==> src/rtl/assembly_line_to_machine_word_assert.svh <==
// Assertion macros shared by the RTL.
`ifndef ASSEMBLY_LINE_TO_MACHINE_WORD_ASSERT_SVH
`define ASSEMBLY_LINE_TO_MACHINE_WORD_ASSERT_SVH

// Same-cycle implication, clocked on clk_i, off during reset.
`define ALW_ASSERT_NOW(lbl, ante, cons, msg) \
  lbl: assert property (@(posedge clk_i) disable iff (!rst_ni) (ante) |-> (cons)) \
    else $error(msg);

// Next-cycle implication, clocked on clk_i, off during reset.
`define ALW_ASSERT_NEXT(lbl, ante, cons, msg) \
  lbl: assert property (@(posedge clk_i) disable iff (!rst_ni) (ante) |=> (cons)) \
    else $error(msg);

`endif

==> src/rtl/alw_pkg.sv <==
package alw_pkg;

  localparam int unsigned QUEUE_DEPTH = 2;

  localparam int unsigned CHAR_W   = 8;
  localparam int unsigned WORD_W   = 16;
  localparam int unsigned STATUS_W = 2;
  localparam int unsigned ADDR_W   = 15;
  localparam int unsigned PART_W   = 32;
  localparam int unsigned PLEN_W   = 3;
  localparam int unsigned DEST_W   = 3;
  localparam int unsigned COMP_W   = 7;
  localparam int unsigned JUMP_W   = 3;

  localparam logic [PLEN_W-1:0] PLEN_MAX   = 3'd4;
  localparam logic [PLEN_W-1:0] PLEN_MATCH = 3'd3;

  localparam logic [2:0] C_PREFIX = 3'b111;

  localparam logic [STATUS_W-1:0] STATUS_OK       = 2'd0;
  localparam logic [STATUS_W-1:0] STATUS_SYMBOL   = 2'd1;
  localparam logic [STATUS_W-1:0] STATUS_BAD_MNEM = 2'd2;

  localparam logic [CHAR_W-1:0] CH_SPACE  = 8'h20;
  localparam logic [CHAR_W-1:0] CH_SLASH  = 8'h2F;
  localparam logic [CHAR_W-1:0] CH_AT     = 8'h40;
  localparam logic [CHAR_W-1:0] CH_LPAREN = 8'h28;
  localparam logic [CHAR_W-1:0] CH_EQUAL  = 8'h3D;
  localparam logic [CHAR_W-1:0] CH_SEMI   = 8'h3B;
  localparam logic [CHAR_W-1:0] CH_ZERO   = 8'h30;
  localparam logic [CHAR_W-1:0] CH_NINE   = 8'h39;

  typedef enum logic [2:0] {
    CLS_OTHER,
    CLS_SPACE,
    CLS_SLASH,
    CLS_AT,
    CLS_LPAREN,
    CLS_EQUAL,
    CLS_SEMI,
    CLS_DIGIT
  } char_class_e;

  typedef enum logic [2:0] {
    MODE_START,
    MODE_A,
    MODE_C,
    MODE_COMP,
    MODE_LABEL
  } line_mode_e;

  // One classified character as it travels through the queue.
  typedef struct packed {
    logic [CHAR_W-1:0] ch;
    logic              last;
    char_class_e       cls;
  } beat_t;

  typedef struct packed {
    logic full;
    logic empty;
  } q_status_t;

  typedef struct packed {
    logic              hit;
    logic [COMP_W-1:0] code;
  } match_t;

  typedef struct packed {
    logic [PART_W-1:0] text;
    logic [PLEN_W-1:0] len;
    logic [COMP_W-1:0] code;
  } mnem_t;

  localparam int unsigned DEST_N = 7;
  localparam int unsigned JUMP_N = 7;
  localparam int unsigned COMP_N = 28;

  localparam mnem_t DEST_TAB [DEST_N] = '{
    '{32'h0000004D, 3'd1, 7'd1},  // M
    '{32'h00000044, 3'd1, 7'd2},  // D
    '{32'h00004D44, 3'd2, 7'd3},  // MD
    '{32'h00000041, 3'd1, 7'd4},  // A
    '{32'h0000414D, 3'd2, 7'd5},  // AM
    '{32'h00004144, 3'd2, 7'd6},  // AD
    '{32'h00414D44, 3'd3, 7'd7}   // AMD
  };

  localparam mnem_t JUMP_TAB [JUMP_N] = '{
    '{32'h004A4754, 3'd3, 7'd1},  // JGT
    '{32'h004A4551, 3'd3, 7'd2},  // JEQ
    '{32'h004A4745, 3'd3, 7'd3},  // JGE
    '{32'h004A4C54, 3'd3, 7'd4},  // JLT
    '{32'h004A4E45, 3'd3, 7'd5},  // JNE
    '{32'h004A4C45, 3'd3, 7'd6},  // JLE
    '{32'h004A4D50, 3'd3, 7'd7}   // JMP
  };

  localparam mnem_t COMP_TAB [COMP_N] = '{
    '{32'h00000030, 3'd1, 7'h2A},  // 0
    '{32'h00000031, 3'd1, 7'h3F},  // 1
    '{32'h00002D31, 3'd2, 7'h3A},  // -1
    '{32'h00000044, 3'd1, 7'h0C},  // D
    '{32'h00000041, 3'd1, 7'h30},  // A
    '{32'h00002144, 3'd2, 7'h0D},  // !D
    '{32'h00002141, 3'd2, 7'h31},  // !A
    '{32'h00002D44, 3'd2, 7'h0F},  // -D
    '{32'h00002D41, 3'd2, 7'h33},  // -A
    '{32'h00442B31, 3'd3, 7'h1F},  // D+1
    '{32'h00412B31, 3'd3, 7'h37},  // A+1
    '{32'h00442D31, 3'd3, 7'h0E},  // D-1
    '{32'h00412D31, 3'd3, 7'h32},  // A-1
    '{32'h00442B41, 3'd3, 7'h02},  // D+A
    '{32'h00442D41, 3'd3, 7'h13},  // D-A
    '{32'h00412D44, 3'd3, 7'h07},  // A-D
    '{32'h00442641, 3'd3, 7'h00},  // D&A
    '{32'h00447C41, 3'd3, 7'h15},  // D|A
    '{32'h0000004D, 3'd1, 7'h70},  // M
    '{32'h0000214D, 3'd2, 7'h71},  // !M
    '{32'h00002D4D, 3'd2, 7'h73},  // -M
    '{32'h004D2B31, 3'd3, 7'h77},  // M+1
    '{32'h004D2D31, 3'd3, 7'h72},  // M-1
    '{32'h00442B4D, 3'd3, 7'h42},  // D+M
    '{32'h00442D4D, 3'd3, 7'h53},  // D-M
    '{32'h004D2D44, 3'd3, 7'h47},  // M-D
    '{32'h0044264D, 3'd3, 7'h40},  // D&M
    '{32'h00447C4D, 3'd3, 7'h55}   // D|M
  };

  // Miss returns code zero.
  function automatic match_t match_dest(input logic [PART_W-1:0] text,
                                        input logic [PLEN_W-1:0] len);
    match_t m;
    m = '0;
    for (int i = 0; i < DEST_N; i++) begin
      if (len <= PLEN_MATCH && len == DEST_TAB[i].len && text == DEST_TAB[i].text) begin
        m.hit  = 1'b1;
        m.code = DEST_TAB[i].code;
      end
    end
    return m;
  endfunction

  function automatic match_t match_jump(input logic [PART_W-1:0] text,
                                        input logic [PLEN_W-1:0] len);
    match_t m;
    m = '0;
    for (int i = 0; i < JUMP_N; i++) begin
      if (len <= PLEN_MATCH && len == JUMP_TAB[i].len && text == JUMP_TAB[i].text) begin
        m.hit  = 1'b1;
        m.code = JUMP_TAB[i].code;
      end
    end
    return m;
  endfunction

  function automatic match_t match_comp(input logic [PART_W-1:0] text,
                                        input logic [PLEN_W-1:0] len);
    match_t m;
    m = '0;
    for (int i = 0; i < COMP_N; i++) begin
      if (len <= PLEN_MATCH && len == COMP_TAB[i].len && text == COMP_TAB[i].text) begin
        m.hit  = 1'b1;
        m.code = COMP_TAB[i].code;
      end
    end
    return m;
  endfunction

endpackage

==> src/rtl/alw_front.sv <==
module alw_front (
  input  logic [alw_pkg::CHAR_W-1:0] text_char_i,
  input  logic                       line_end_i,
  input  logic                       in_valid_i,
  output logic                       in_ready_o,
  input  alw_pkg::q_status_t         q_status_i,
  output logic                       push_o,
  output alw_pkg::beat_t             beat_o
);

  alw_pkg::char_class_e cls;

  always_comb begin
    priority if (text_char_i == alw_pkg::CH_SPACE)  cls = alw_pkg::CLS_SPACE;
    else if (text_char_i == alw_pkg::CH_SLASH)      cls = alw_pkg::CLS_SLASH;
    else if (text_char_i == alw_pkg::CH_AT)         cls = alw_pkg::CLS_AT;
    else if (text_char_i == alw_pkg::CH_LPAREN)     cls = alw_pkg::CLS_LPAREN;
    else if (text_char_i == alw_pkg::CH_EQUAL)      cls = alw_pkg::CLS_EQUAL;
    else if (text_char_i == alw_pkg::CH_SEMI)       cls = alw_pkg::CLS_SEMI;
    else if (text_char_i >= alw_pkg::CH_ZERO && text_char_i <= alw_pkg::CH_NINE)
                                                    cls = alw_pkg::CLS_DIGIT;
    else                                            cls = alw_pkg::CLS_OTHER;
  end

  assign in_ready_o  = !q_status_i.full;
  assign push_o      = in_valid_i && !q_status_i.full;
  assign beat_o.ch   = text_char_i;
  assign beat_o.last = line_end_i;
  assign beat_o.cls  = cls;

endmodule

==> src/rtl/alw_queue.sv <==
module alw_queue #(
  parameter int unsigned Depth = alw_pkg::QUEUE_DEPTH
) (
  input  logic               clk_i,
  input  logic               rst_ni,
  input  logic               push_i,
  input  alw_pkg::beat_t     beat_i,
  input  logic               pop_i,
  output alw_pkg::beat_t     beat_o,
  output alw_pkg::q_status_t status_o
);

  localparam int unsigned PtrW = (Depth > 1) ? $clog2(Depth) : 1;
  localparam int unsigned CntW = $clog2(Depth + 1);
  localparam logic [PtrW-1:0] LastPtr = PtrW'(Depth - 1);
  localparam logic [CntW-1:0] FullCnt = CntW'(Depth);

  alw_pkg::beat_t  mem_q [Depth];
  logic [PtrW-1:0] wr_ptr_q, wr_ptr_d;
  logic [PtrW-1:0] rd_ptr_q, rd_ptr_d;
  logic [CntW-1:0] cnt_q, cnt_d;

  always_comb begin
    wr_ptr_d = wr_ptr_q;
    rd_ptr_d = rd_ptr_q;
    cnt_d    = cnt_q;
    if (push_i) begin
      wr_ptr_d = (wr_ptr_q == LastPtr) ? '0 : wr_ptr_q + 1'b1;
    end
    if (pop_i) begin
      rd_ptr_d = (rd_ptr_q == LastPtr) ? '0 : rd_ptr_q + 1'b1;
    end
    if (push_i && !pop_i) begin
      cnt_d = cnt_q + 1'b1;
    end else if (pop_i && !push_i) begin
      cnt_d = cnt_q - 1'b1;
    end
  end

  always_ff @(posedge clk_i or negedge rst_ni) begin
    if (!rst_ni) begin
      wr_ptr_q <= '0;
      rd_ptr_q <= '0;
      cnt_q    <= '0;
    end else begin
      wr_ptr_q <= wr_ptr_d;
      rd_ptr_q <= rd_ptr_d;
      cnt_q    <= cnt_d;
    end
  end

  always_ff @(posedge clk_i) begin
    if (push_i) begin
      mem_q[wr_ptr_q] <= beat_i;
    end
  end

  assign beat_o         = mem_q[rd_ptr_q];
  assign status_o.full  = (cnt_q == FullCnt);
  assign status_o.empty = (cnt_q == '0);

endmodule

==> src/rtl/alw_back.sv <==
module alw_back (
  input  logic                         clk_i,
  input  logic                         rst_ni,
  input  alw_pkg::beat_t               beat_i,
  input  alw_pkg::q_status_t           q_status_i,
  output logic                         pop_o,
  output logic                         out_valid_o,
  input  logic                         out_ready_i,
  output logic [alw_pkg::WORD_W-1:0]   machine_word_o,
  output logic [alw_pkg::STATUS_W-1:0] status_o
);

  alw_pkg::line_mode_e mode_q, mode_d, eff_mode;
  logic [alw_pkg::ADDR_W-1:0] accum_q, accum_d;
  logic [alw_pkg::PART_W-1:0] part_q, part_d;
  logic [alw_pkg::PLEN_W-1:0] len_q, len_d;
  logic [alw_pkg::DEST_W-1:0] dest_q, dest_d;
  logic [alw_pkg::COMP_W-1:0] comp_q, comp_d;
  logic semi_q, semi_d;
  logic cmt_q, cmt_d;
  logic bad_q, bad_d;

  logic out_valid_q, out_valid_d;
  logic [alw_pkg::WORD_W-1:0]   word_q, word_d;
  logic [alw_pkg::STATUS_W-1:0] stat_q, stat_d;

  logic res_valid;
  logic [alw_pkg::JUMP_W-1:0] jump_code;
  logic [alw_pkg::COMP_W-1:0] fin_comp;
  logic fin_bad;
  alw_pkg::match_t dest_m, comp_m, fin_m;

  // Only a line end needs room in the output register.
  assign pop_o = !q_status_i.empty && (!beat_i.last || !out_valid_q || out_ready_i);

  assign dest_m = alw_pkg::match_dest(part_q, len_q);
  assign comp_m = alw_pkg::match_comp(part_q, len_q);

  always_comb begin
    mode_d   = mode_q;
    accum_d  = accum_q;
    part_d   = part_q;
    len_d    = len_q;
    dest_d   = dest_q;
    comp_d   = comp_q;
    semi_d   = semi_q;
    cmt_d    = cmt_q;
    bad_d    = bad_q;
    eff_mode = (mode_q == alw_pkg::MODE_START) ? alw_pkg::MODE_C : mode_q;
    if (pop_o && !cmt_q && mode_q != alw_pkg::MODE_LABEL) begin
      if (beat_i.cls == alw_pkg::CLS_SLASH) begin
        cmt_d = 1'b1;
      end else if (beat_i.cls != alw_pkg::CLS_SPACE) begin
        if (mode_q == alw_pkg::MODE_START && beat_i.cls == alw_pkg::CLS_AT) begin
          mode_d = alw_pkg::MODE_A;
        end else if (mode_q == alw_pkg::MODE_START && beat_i.cls == alw_pkg::CLS_LPAREN) begin
          mode_d = alw_pkg::MODE_LABEL;
        end else begin
          mode_d = eff_mode;
          if (eff_mode == alw_pkg::MODE_A) begin
            if (beat_i.cls == alw_pkg::CLS_DIGIT) begin
              // accum * 10 + digit, kept to 15 bits
              accum_d = (accum_q << 3) + (accum_q << 1)
                        + alw_pkg::ADDR_W'(beat_i.ch[3:0]);
            end else begin
              bad_d = 1'b1;
            end
            if (len_q < alw_pkg::PLEN_MAX) begin
              len_d = len_q + 1'b1;
            end
          end else if (!semi_q && beat_i.cls == alw_pkg::CLS_EQUAL
                       && eff_mode == alw_pkg::MODE_C) begin
            dest_d = dest_m.code[alw_pkg::DEST_W-1:0];
            bad_d  = bad_q || !dest_m.hit;
            part_d = '0;
            len_d  = '0;
            mode_d = alw_pkg::MODE_COMP;
          end else if (!semi_q && beat_i.cls == alw_pkg::CLS_SEMI) begin
            comp_d = comp_m.code;
            bad_d  = bad_q || !comp_m.hit;
            part_d = '0;
            len_d  = '0;
            semi_d = 1'b1;
          end else begin
            part_d = {part_q[alw_pkg::PART_W-alw_pkg::CHAR_W-1:0], beat_i.ch};
            if (len_q < alw_pkg::PLEN_MAX) begin
              len_d = len_q + 1'b1;
            end
          end
        end
      end
    end
  end

  // Final part: jump after ';', comp otherwise.
  assign fin_m = semi_d ? alw_pkg::match_jump(part_d, len_d)
                        : alw_pkg::match_comp(part_d, len_d);
  assign fin_comp  = semi_d ? comp_d : fin_m.code;
  assign jump_code = semi_d ? fin_m.code[alw_pkg::JUMP_W-1:0] : '0;
  assign fin_bad   = bad_d || !fin_m.hit;

  always_comb begin
    res_valid = 1'b0;
    word_d    = word_q;
    stat_d    = stat_q;
    if (pop_o && beat_i.last) begin
      unique case (mode_d)
        alw_pkg::MODE_A: begin
          res_valid = 1'b1;
          if (bad_d || len_d == '0) begin
            word_d = '0;
            stat_d = alw_pkg::STATUS_SYMBOL;
          end else begin
            word_d = {1'b0, accum_d};
            stat_d = alw_pkg::STATUS_OK;
          end
        end
        alw_pkg::MODE_C, alw_pkg::MODE_COMP: begin
          res_valid = 1'b1;
          word_d    = {alw_pkg::C_PREFIX, fin_comp, dest_d, jump_code};
          stat_d    = fin_bad ? alw_pkg::STATUS_BAD_MNEM : alw_pkg::STATUS_OK;
        end
        default: begin
          res_valid = 1'b0;
        end
      endcase
    end
    if (res_valid) begin
      out_valid_d = 1'b1;
    end else if (out_ready_i) begin
      out_valid_d = 1'b0;
    end else begin
      out_valid_d = out_valid_q;
    end
  end

  always_ff @(posedge clk_i or negedge rst_ni) begin
    if (!rst_ni) begin
      mode_q      <= alw_pkg::MODE_START;
      accum_q     <= '0;
      part_q      <= '0;
      len_q       <= '0;
      dest_q      <= '0;
      comp_q      <= '0;
      semi_q      <= 1'b0;
      cmt_q       <= 1'b0;
      bad_q       <= 1'b0;
      out_valid_q <= 1'b0;
    end else begin
      out_valid_q <= out_valid_d;
      if (pop_o && beat_i.last) begin
        // line done: per-line state back to its start values
        mode_q  <= alw_pkg::MODE_START;
        accum_q <= '0;
        part_q  <= '0;
        len_q   <= '0;
        dest_q  <= '0;
        comp_q  <= '0;
        semi_q  <= 1'b0;
        cmt_q   <= 1'b0;
        bad_q   <= 1'b0;
      end else begin
        mode_q  <= mode_d;
        accum_q <= accum_d;
        part_q  <= part_d;
        len_q   <= len_d;
        dest_q  <= dest_d;
        comp_q  <= comp_d;
        semi_q  <= semi_d;
        cmt_q   <= cmt_d;
        bad_q   <= bad_d;
      end
    end
  end

  always_ff @(posedge clk_i) begin
    word_q <= word_d;
    stat_q <= stat_d;
  end

  assign out_valid_o    = out_valid_q;
  assign machine_word_o = word_q;
  assign status_o       = stat_q;

endmodule

==> src/rtl/assembly_line_to_machine_word.sv <==
// Assembles one line of Hack assembly text, fed one character per beat, into a
// 16-bit machine word. The beat flagged by line_end_i closes the line; a line
// that holds an A or C instruction yields one result beat, while empty, label
// and comment-only lines yield none. Spaces are skipped and '/' starts a
// comment to line end. '@' plus decimal digits gives the low 15 bits of the
// value (status 1 if the operand is symbolic or missing, word zero); other
// lines are split at the first '=' and ';' and encoded as 111a cccc ccdd djjj,
// an unknown mnemonic leaving its field zero and giving status 2. Symbols are
// not resolved. Throughput is one character per clock: the back end updates
// the line state for one queued character each cycle, unless a line end waits
// for a held result to be taken. A line's result is loaded into the output
// register when its last beat is popped from the queue. The front end only
// stalls when the character queue (QueueDepth entries) is full, which happens
// only while a finished result waits on out_ready_i.
module assembly_line_to_machine_word #(
  parameter int unsigned QueueDepth = alw_pkg::QUEUE_DEPTH
) (
  input  logic                         clk_i,
  input  logic                         rst_ni,
  // character stream
  input  logic                         in_valid_i,
  output logic                         in_ready_o,
  input  logic [alw_pkg::CHAR_W-1:0]   text_char_i,
  input  logic                         line_end_i,
  // machine words
  output logic                         out_valid_o,
  input  logic                         out_ready_i,
  output logic [alw_pkg::WORD_W-1:0]   machine_word_o,
  output logic [alw_pkg::STATUS_W-1:0] status_o
);

  `include "assembly_line_to_machine_word_assert.svh"

  alw_pkg::beat_t     push_beat;
  alw_pkg::beat_t     head_beat;
  alw_pkg::q_status_t q_status;
  logic               push;
  logic               pop;

  // Front end: classify each character and queue it.
  alw_front u_front (
    .text_char_i (text_char_i),
    .line_end_i  (line_end_i),
    .in_valid_i  (in_valid_i),
    .in_ready_o  (in_ready_o),
    .q_status_i  (q_status),
    .push_o      (push),
    .beat_o      (push_beat)
  );

  // Short queue decouples the two sides.
  alw_queue #(
    .Depth (QueueDepth)
  ) u_queue (
    .clk_i    (clk_i),
    .rst_ni   (rst_ni),
    .push_i   (push),
    .beat_i   (push_beat),
    .pop_i    (pop),
    .beat_o   (head_beat),
    .status_o (q_status)
  );

  // Back end: line state, table match, word assembly and output register.
  alw_back u_back (
    .clk_i          (clk_i),
    .rst_ni         (rst_ni),
    .beat_i         (head_beat),
    .q_status_i     (q_status),
    .pop_o          (pop),
    .out_valid_o    (out_valid_o),
    .out_ready_i    (out_ready_i),
    .machine_word_o (machine_word_o),
    .status_o       (status_o)
  );

  // A beat taken in is held in the queue until the back end consumes it.
  `ALW_ASSERT_NEXT(a_push_fills_queue, in_valid_i && in_ready_o, !q_status.empty,
                   "accepted beat did not reach the queue")
  // Symbolic or missing operand always yields a zero word.
  `ALW_ASSERT_NOW(a_symbol_word_zero, out_valid_o && status_o == alw_pkg::STATUS_SYMBOL,
                  machine_word_o == '0, "symbol status with nonzero word")
  // An unknown mnemonic can only come from a C instruction.
  `ALW_ASSERT_NOW(a_bad_mnem_is_c,
                  out_valid_o && status_o == alw_pkg::STATUS_BAD_MNEM,
                  machine_word_o[alw_pkg::WORD_W-1 -: 3] == alw_pkg::C_PREFIX,
                  "mnemonic error on a word that is not C form")
  // Back end never pops an empty queue.
  `ALW_ASSERT_NOW(a_no_pop_empty, pop, !q_status.empty, "pop from empty queue")

endmodule
==> config.mk <==
export PLATFORM = sky130hd
export DESIGN_NAME = assembly_line_to_machine_word
export DESIGN_NICKNAME = d
export VERILOG_FILES = /design/src/rtl/alw_pkg.sv /design/src/rtl/alw_front.sv /design/src/rtl/alw_queue.sv /design/src/rtl/alw_back.sv /design/src/rtl/assembly_line_to_machine_word.sv
export VERILOG_INCLUDE_DIRS = /design/src /design/src/rtl
export SDC_FILE = /design/constraint.sdc
export NUM_CORES = 1
export LEC_CHECK = 0
export BUFFER_PORTS_ARGS = -buffer_cell sky130_fd_sc_hd__buf_2
export CORE_UTILIZATION = 45
export CTS_BUF_LIST = sky130_fd_sc_hd__clkbuf_16
export DETAILED_ROUTE_END_ITERATION = 10
export SLEW_MARGIN = 25
export SYNTH_ARGS = -nofsm -noshare
export SYNTH_HDL_FRONTEND = slang
export SYNTH_HIERARCHICAL = 1
export SYNTH_SLANG_ARGS = --single-unit
==> constraint.sdc <==
create_clock -name clk_i -period 4.5 [get_ports clk_i]
set_input_delay 0.9 -clock clk_i [delete_from_list [all_inputs] [get_ports clk_i]]
set_output_delay 0.9 -clock clk_i [all_outputs]
set_load 0.02 [all_outputs]
After elaboration in Yosys (flattened, before gate mapping). Memories as Yosys holds them, arrays and structs flattened. Cells that the tools add are included.

Bits in registers: 89. Bits in writable memories: 24. Bits of input ports: 13. Output and inout port bits: 20. Word-level logic and storage cells: 406. Memories kept: 1.

Add/sub/neg operators: 7. Magnitude comparators: 5. Eq/ne operators: 93. Muxes and demuxes: 170. Reduce and logical (&&, ||, !) cells: 115.

Memories: u_queue.mem_q (words 2, width 12, read ports 1, clocked after Yosys merged registers in 0, write ports 1, RTL line alw_queue.sv:18) `alw_pkg::beat_t mem_q [Depth];`.

Operators by type and width (count): == test 32 x 23 -> 1 bit, second input constant (40); 2-to-1 mux 8 bit (71); == test 32 x 14 -> 1 bit, second input constant (14); 2-to-1 mux 32 bit (9); == test 32 x 7 -> 1 bit, second input constant (6); 2-to-1 mux 15 bit (9); == test 32 x 6 -> 1 bit, second input constant (4); 2-to-1 mux 3 bit (35); == test 32 x 15 -> 1 bit, second input constant (3); logical AND 1 bit (86); 2-to-1 mux 7 bit (10); == test 8 x 6 -> 1 bit, second input constant (5); case mux 16 bit (2 select lines) (1); 2-to-1 mux 1 bit (31); == test 3 x 2 -> 1 bit, second input constant (9); adder 15 bit (1); adder 15 x 4 -> 15 bit (1); == test 3 x 1 -> 1 bit, second input constant (4); == test 3 bit, second input constant (4); zero test 1 bit (11); nonzero test 2 bit (5); == test 8 x 7 -> 1 bit, second input constant (1); greater-or-equal comparator 8 x 6 -> 1 bit, second input constant (1); less-or-equal comparator 8 x 6 -> 1 bit, second input constant (1); 17 further kinds (28).

Logic depth before layout (Yosys ltp).
Word-level depth: 47. Gate-level depth with buffers: 15. Mapped depth without buffers: 14.

By module. The synthesis kept the hierarchy.

By module, submodules not included: alw_back (times used 1, cells an instance 841, area each 6861.6 um^2, seq. area each 2217.1 um^2); alw_queue (times used 1, cells an instance 53, area each 1087.3 um^2, seq. area each 820.8 um^2); alw_front (times used 1, cells an instance 32, area each 220.2 um^2, seq. area each 0.0 um^2).

Worst setup path after synthesis. OpenSTA, ideal clock, no wires.

Path type: reg2reg. From: register u_queue.rd_ptr_q. To: register u_back.word_q, in the netlist u_back/machine_word_o[14], data pin. Library setup time: 0.274 ns. Arrival: 3.349 ns. Required time: 4.226 ns. Slack: 0.877 ns. Cell stages (with the launch flop): 15. Path buffers: 1. Clock period less this slack: 3.623 ns. Cells stage by stage: dfrtp_1 > buf_6 > mux2_4 > fa_1 > inv_1 > fa_1 > nor2b_1 > o21ai_0 > a21boi_0 > o211ai_1 > a21oi_1 > nor3_1 > or3_1 > a31oi_1 > o21ai_0.

RTL lines: start: declaration (RTL line alw_queue.sv:20) `logic [PtrW-1:0] rd_ptr_q, rd_ptr_d;`; start signal: assignment (RTL line alw_queue.sv:47) `rd_ptr_q <= rd_ptr_d;`; end signal: assignment (RTL line alw_back.sv:177) `word_q <= word_d;`; end: declaration (RTL line alw_back.sv:24) `logic [alw_pkg::WORD_W-1:0] word_q, word_d;`.

==> impl_metrics.tcl <==
set metrics [dict create \
    status "complete, no violations" \
    clkTransAtPathRegs_ns 0.06 \
    yosys.area.top_type "dfrtp_1" \
    cp.depth 10 \
    ys_seq_area_frac 0.3719 \
    p_leak_nw 3.649 \
    synth_area_per_cell_sq_um 8.822 \
    internal_power_mw 3.377 \
    crit_end "u_back/machine_word_o[11]$_DFFE_PP_" \
    wl_per_cell_um 20.03 \
    cts_buffers 17 \
    first_pass_iters 7 \
    fp.dieArea_sq_um 18700 \
    rsz0062_at_grt "no" \
    ys_types 87 \
    endpoint_kind "flip-flop" \
    synth_area_leaders "dfrtp_1 (22%), edfxtp_1 (15%), nor2_1 (4.5%), nand2_1 (4.4%), nand3_1 (4.3%)" \
    slew_headroom 0.3160 \
    drive_gt1_frac 0.1357 \
    synth_nets 969 \
    cp_num_buf_inv 1 \
    syn_area_sq_um 8169 \
    root_buffer "clkbuf_16" \
    cp.required_ns 4.75 \
    worst_slack_ns 0.3962 \
    achievable-frequency_mhz 243.7 \
    pre_cts_ws_ns 0.4783 \
    maxSlewViolCount 0 \
    ff_latch_area_sq_um 3038 \
    syn_to_final_growth_pct 11.82 \
    vias 7504 \
    clock-sinks 113 \
    antennaDiodeCount 0 \
    tritoncts "yes" \
    cp-startpoint "u_queue/rd_ptr_q$_DFFE_PN0P_" \
    remaining_drc_errors 0 \
    critPathKind "flip-flop to flip-flop" \
    die_w_um 136.7 \
    synth_seq_cells 113 \
    setup_viol_count_final 0 \
    finalSetupTns_ns 0 \
    ys_top_cells_by_count "nor2_1 (98), nand2_1 (95), dfrtp_1 (71), nand3_1 (71), a21oi_1 (65)" \
    crit_path_start_kind "flip-flop" \
    synth_ff_type "dfrtp_1" \
    initialDrtViolationCount 820 \
    finalHoldViolCount 0 \
    hold_path_class "input pin to async pin" \
    min_period_ns 4.104 \
    coreArea_sq_um 17540 \
    cap_violations 0 \
    pin_count 33 \
    yosys_warnings 6 \
    post_cts_buffers 0 \
    rows 48 \
    cts_buffer_depth 2 \
    grt_pass1_wl_mm 37.41 \
    synth_cells 926 \
    fp.dieH_um 136.7 \
    total_power_mw 6.385 \
    placed_cell_area_sq_um 8526 \
    rr_startpoint "u_queue/rd_ptr_q$_DFFE_PN0P_" \
    multi_input_area_sq_um 4771 \
    place_hpwl_mm 17.05 \
    placement.io_buffers 32 \
    power_frac_seq 0.261 \
    p_sw_mw 3.008 \
    synth-edff-count 42 \
    arrival_ns 4.35 \
    grt_antenna_before_repair 0 \
    r2r_cells 10 \
    synthMostInstantiatedCell "nor2_1" \
    first_global_vias 6804 \
    grt_max_degree 72 \
    p_clk_frac 0.221 \
    overflow 0 \
    worst_path_dominant_cell_family "simple AND/OR/NAND/NOR gates" \
    worst_ir_drop_vdd_uv 491.2 \
    async_flop_share 0.6283 \
    cts_hold_buf 0 \
    stdcell_area_sq_um 9135 \
    slowest_delay_ns 0.79 \
    gp_congestion 1.039 \
    fillers 1690 \
    clk_latency_ns 0.42 \
    start_util 0.4658 \
    worstMarginPinSlew_ns 1.018 \
    ant_nets 0 \
    netlist.area_leader.share 0.2175 \
    grt_use_total 0.2625 \
    reg2reg_to "u_back/machine_word_o[11]$_DFFE_PP_" \
    cts_resized 0 \
    cts_max_level 4 \
    crit_path_top_delay_cell "nor3_1" \
    viasPerCell 6.343 \
    ff2ff_setup_slack_ns 0.40 \
    finalCritPeriodShare 0.9119 \
    worst_clock_skew_ns 0.01127 \
    comb_power_share 0.518 \
    sw_frac_of_total 0.4711 \
    power_density_nw_per_um2 698.9 \
    nets 988 \
    wirelength_mm 23.69 \
    crit_fanout 30 \
    path_cells "mux2_2 > and3b_1 > o211ai_2 > and3_2 > buf_12 > mux2i_1 > nor3_1 > o21ai_0 > a311o_1 > o211ai_1" \
]
worst reg2reg max path, delay by kind of cell, from the launching register on:
family | cells | cell delay [ns]
muxes | 2 | 0.61
and+or+nand+nor | 3 | 1.33
DFF | 1 | 0.62
AOI/OAI and AO/OA | 4 | 1.14
buffers and inverters | 1 | 0.22
registers in the layout, summed over array words and instances, names as in the netlist, 2 cells and up:
signal / flops
u_back/part_q: 32
u_queue/mem_q: 24
u_back/machine_word_o: 16
u_back/accum_q: 15
u_back/comp_q: 7
u_back/dest_q: 3
u_back/len_q: 3
u_back/mode_q: 3
u_back/status_o: 2
u_queue/cnt_q: 2
cells in the final DEF (no fill, tap or decap), types with 10 or more instances in the layout:
| cell type | count |
|---|---|
| nand2_1 | 95 |
| mux2_4 | 10 |
| buf_2 | 31 |
| nand4_1 | 17 |
| mux2i_1 | 19 |
| ha_1 | 28 |
| nor3_1 | 32 |
| a21oi_1 | 64 |
| clkbuf_16 | 17 |
| o21ai_0 | 41 |
| nand3_1 | 71 |
| or3_1 | 13 |
| nand2b_1 | 10 |
| a31oi_1 | 10 |
| nor2_1 | 98 |
| nor4_1 | 13 |
| nor2b_1 | 13 |
| edfxtp_1 | 42 |
| a211oi_1 | 10 |
| dfrtp_1 | 71 |
| inv_1 | 21 |
| buf_4 | 25 |
routing by layer:
metal	wire length [um]	global-route usage	vias up
li1	-	-	3507
met1	10710	0.3678	3585
met2	10510	0.3988	349
met3	1618	0.03926	63
met4	858	0.1173	0
met5	0	0	-
worst min-delay path by stage:
stage / startpoint / endpoint / slack, ns / depth (start not counted)
detailed placement: u_queue/wr_ptr_q$_DFFE_PN0P_ / u_queue/wr_ptr_q$_DFFE_PN0P_ / 0.47 / 1
finish: rst_ni / u_back/part_q[29]$_DFF_PN0_ / 0.49 / 1
floorplan: u_queue/wr_ptr_q$_DFFE_PN0P_ / u_queue/wr_ptr_q$_DFFE_PN0P_ / 0.46 / 1
global route: u_queue/cnt_q[1]$_DFFE_PN0P_ / u_queue/cnt_q[1]$_DFFE_PN0P_ / 0.52 / 1
CTS: u_queue/wr_ptr_q$_DFFE_PN0P_ / u_queue/wr_ptr_q$_DFFE_PN0P_ / 0.48 / 1
global placement: u_queue/wr_ptr_q$_DFFE_PN0P_ / u_queue/wr_ptr_q$_DFFE_PN0P_ / 0.47 / 1
cells by family after synthesis:
logic type / share of synthesized area
AO/OA/AOI/OAI: 0.1764
XOR/XNOR: 0.01823
adder cells (fa/ha/maj): 0.04779
buffers and inverters: 0.04518
flip-flops: 0.3719
multiplexers: 0.06019
AND/OR/NAND/NOR: 0.2803
through the flow:
| stage | hold WS, ns | utilization | cells |
|---|---|---|---|
| after floorplan | 0.4555 | - | 926 |
| after global placement | 0.4707 | 0.4862 | 1151 |
| after detailed placement | 0.4747 | 0.4862 | 1151 |
| after CTS | 0.4849 | 0.5205 | 1183 |
| after global routing | 0.5216 | 0.5209 | 1183 |
| final | 0.4865 | 0.5209 | 1183 |
layout make-up:
class,count,share of cell area
clock buffer,17,0.04657
timing repair buffer,58,0.04095
sequential,113,0.3326
multi-input combinational,737,0.5223
tap,225,0.03082
clock inverter,15,0.01945
inverter,18,0.007396
power groups by stage:
stage | sequential (mW) | combinational [mW] | clock (mW)
after global placement | 1.68 | 3.24 | 0
after floorplan | 1.65 | 2.39 | 0
after CTS | 1.66 | 3.25 | 1.43
after detailed placement | 1.68 | 3.24 | 0
final | 1.67 | 3.31 | 1.41
after global routing | 1.70 | 3.57 | 1.48
(Power assumes the default switching activity.)
